### config.mk
export PLATFORM = sky130hd
export DESIGN_NAME = wbpm_ram
export DESIGN_NICKNAME = d
export VERILOG_FILES = /design/src/sv/wbpm_ram.sv
export SDC_FILE = /design/constraint.sdc
export NUM_CORES = 1
export LEC_CHECK = 0
export BUFFER_PORTS_ARGS = -buffer_cell sky130_fd_sc_hd__buf_4
export CORE_MARGIN = 1.5
export CORE_UTILIZATION = 54
export DETAILED_ROUTE_END_ITERATION = 6
export GPL_ROUTABILITY_DRIVEN = 0
export PLACE_DENSITY = 0.76
export SLEW_MARGIN = 20
export SYNTH_ARGS = -nofsm -noshare
export SYNTH_HDL_FRONTEND = slang
export SYNTH_SLANG_ARGS = --single-unit
### constraint.sdc
create_clock -name clk -period 1.7 [get_ports clk]
set_input_delay 0.17 -clock clk [delete_from_list [all_inputs] [get_ports clk]]
set_output_delay 0.17 -clock clk [all_outputs]
set_load 0.005 [all_outputs]
### src/sv/wbpm_ram.sv
module wbpm_ram #(
  parameter int WIDTH = 8,
  parameter int DEPTH = 16
) (
  input  logic                     clk,
  input  logic                     we,
  input  logic [$clog2(DEPTH)-1:0] addr,
  input  logic [WIDTH-1:0]         wdata,
  output logic [WIDTH-1:0]         rdata
);

  logic [WIDTH-1:0] mem [DEPTH];

  // single port, registered read
  always_ff @(posedge clk) begin
    if (we) begin
      mem[addr] <= wdata;
    end
    rdata <= mem[addr];
  end

endmodule

==> metrics.md <==
| Metric | Value |
|---|---|
| Outcome | finished clean |
| Post-Route Setup TNS | 0 ns |
| Critical setup path kind | flip-flop to flip-flop |
| Measured slew at the worst slew-check pin | 0.819 ns |
| Hold WC Path Type | input pin to flip-flop |
| Synthesized net count | 244 |
| NetSw | 1.51 mW |
| # IOs | 22 |
| Final Cycle Share | between 70% and 80% |
| Sequential Power Share | 51.2% |
| Vias in the first global route | between 2,000 and 3,000 |
| Synth top area share | 75.9% |
| Share of layout cells above drive strength 1 | a little over a third |
| CP Capture Type | flip-flop |
| Fmax achieved | 745 MHz |
| Mapped Area | 0.00507 mm² |
| Core ar. | 0.00915 mm² |
| Die area | 0.00997 mm² |
| Cell row count | 35 |
| Clk buf depth | 2 |
| Via count | 2,431 |
| Cell count after synthesis | 230 |
| Vias per inst | 5.83 |
| CTS resizes | 0 |
| Total grt overflow | 0 |
| Drt initial violations | 145 |
| Reg2Reg Depth | 3 |
| Clk Latency, worst-skew pair | around 0.52 ns |
| WL/cell | 22.5 µm |
| Drt drc | 0 |
| FF+latch count, synth | 136 |
| Area Growth Syn to Fin | 20.7% |
| Primary FF master, synth | edfxtp_1 |
| Fin crit period | between 1 and 1.5 ns |
| Part of the power in combinational logic | under 10% |
| Ys async rst share | 0% |
| Data arrival, critical path | ~1.8 ns |
| Gr usage total | 20.8% |
| Switching share of power | 20.5% |
| Final hold vios | 0 |
| Count of unique library cells instantiated by Yosys | 18 |
| Fin nets | 307 |
| Routed wl met3 | about 430 µm |
| Antenna viol nets, final | 0 |
| Starting density of the core | 55.4% |
| Register area share after synthesis | between 70% and 80% |
| Port Buf Inserts | 21 |
| Clk sinks | approximately 140 |
| H-Tree Level Count | 4 |
| Final clock skew | 0.00544 ns |
| Drt pass-1 iters | 5 |
| Worst Hold Depth | 4 |
| Crit path max fanout | 1 |
| Reg clk slew, reported paths | 0.06 ns |
| P per Cell Area | 1200 mW/mm² |
| EDFF count, synth | 128 |
| Crit-path slowest cell | mux4_2 |
| Worst Path Required | about 2.1 ns |
| Critical Path, Cell by Cell | mux4_2 -> a22oi_1 -> nand2_1 |
| Synth area leaders | edfxtp_1 (76%), mux4_2 (14%), dfxtp_1 (3.2%) |
| Worst VDD drop | 0.718 mV |
| Count leader, synth | edfxtp_1 |
| Setup violators final | 0 |
| Synthesis Warnings | 0 |
| Initial antenna violation count | 0 |
| Rel. slew slack | 45.2% |
| Top Metal Used | met4 |
| Die height | 99.9 µm |
| Delay-heaviest family, CP | multiplexers |
| Synth area leader | edfxtp_1 |
| Root buffer cell | clkbuf_8 |
| Largest net degree at the start of global routing | 18 |
| WP depth | 3 |
| First-pass GRT wire length | approximately 15 mm |
| Leak pwr | around 2.1 nW |
| Die W | 99.9 µm |
| Crit-path max cell delay | 0.50 ns |
| # diodes | 0 |
| CTS tree | yes |
| Average size of a mapped cell | 22.0 µm² |
| Pint | 5.86 mW |
| Max-Cap Viols | 0 |
| Crit path launch type | flip-flop |
| Clock power share | 43.5% |
| R2R Setup Slk | 0.36 ns |
| Max Slew Vio Count | 0 |
| DRT met1 WL | about 3.8 mm |
| Met2 wire len | 4.88 mm |
| Synth top cells by count | edfxtp_1 (128), mux4_2 (32), a22oi_1 (16), nor2_1 (13), nand2_1 (9) |
| DP Wirelength | 6.40 mm |
| Worst hold slack | around 0.23 ns |
| Post-Route WL | 9.37 mm |
| Cts bufs inserted | 17 |
| RSZ-0062 raised after global routing | no |
| Buf+Inv Stages, Crit Path | 0 |
-- metal layers --
layer  global-route usage, %  vias to the layer above
li1                        -                     1087
met1                    25.6                     1258
met2                    33.8                       69
met3                    6.82                       17
met4                    9.75                        0
met5                       0                        -
-- metrics by stage --
stage | util, % | area, µm² | setup slack (ns) | power [mW] | cells
2_1_floorplan | - | 5070 | 0.0370 | 4.03 | 230
3_3_place_gp | 60.2 | 5510 | 0.160 | 4.21 | 377
3_5_place_dp | 60.2 | 5510 | 0.0877 | 4.22 | 377
4_1_cts | 66.8 | 6120 | 0.361 | 7.44 | 417
5_1_grt | 66.8 | 6120 | 0.319 | 7.60 | 417
6_report | 66.8 | 6120 | 0.358 | 7.37 | 417
-- final timing paths --
kind,startpoint,end
worst min register to register,mem[12][5],rdata[5]
worst max-delay path,mem[3][3],rdata[3]
worst max register to register,mem[3][3],rdata[3]
worst min-delay path,addr[2],rdata[5]
-- kinds of logic (layout without fill, tap and decap cells) --
| logic type | after synthesis | in the layout | synth area share, % |
|---|---|---|---|
| AOI/OAI and AO/OA | 16 | 16 | 2.37 |
| and+or+nand+nor | 35 | 35 | 3.21 |
| DFF | 136 | 136 | 79.0 |
| muxes | 32 | 32 | 14.2 |
| buffers and inverters | 11 | 87 | 1.19 |
-- final cells by class --
cell class | instances | area (µm²)
Sequential cell | 136 | 4000
Clock buffer | 18 | 418
Timing Repair Buffer | 55 | 445
Multi-Input combinational cell | 83 | 1000
Tap cell | 111 | 139
Fill cell | 587 | 3040
Clock inverter | 14 | 108
-- registers in the layout (all words and copies together) (netlist names) --
signal,count
mem,128
rdata,8
-- power by group through the flow --
stage | clock (mW) | sequential [mW] | combinational, mW
final | 3.20 | 3.77 | 0.390
after global routing | 3.40 | 3.78 | 0.421
after CTS | 3.27 | 3.77 | 0.396
after detailed placement | 0 | 3.84 | 0.379
after global placement | 0 | 3.84 | 0.367
after floorplan | 0 | 3.84 | 0.193
-- layout by cell type (no fill, tap or decap), types with 8 or more instances in the layout --
cell type and instances:
edfxtp_1 128, buf_4 46, mux4_2 32, a22oi_1 16
clkbuf_16 16, nor2_1 13, nand2_1 9, dlygate4sd3_1 8
dfxtp_1 8
-- timing repair --
action                                 CTS  global route
hold buffers                             8             0
endpoints found under the hold margin  128             0
setup buffers                            0             0
-- tightest hold or removal path, cell delays in order --
cell and delay (ns):
buf_4 0.13, nor2_1 0.14, a22oi_1 0.19, nand2_1 0.06
Note: power is estimated with default switching activity, not from simulation.
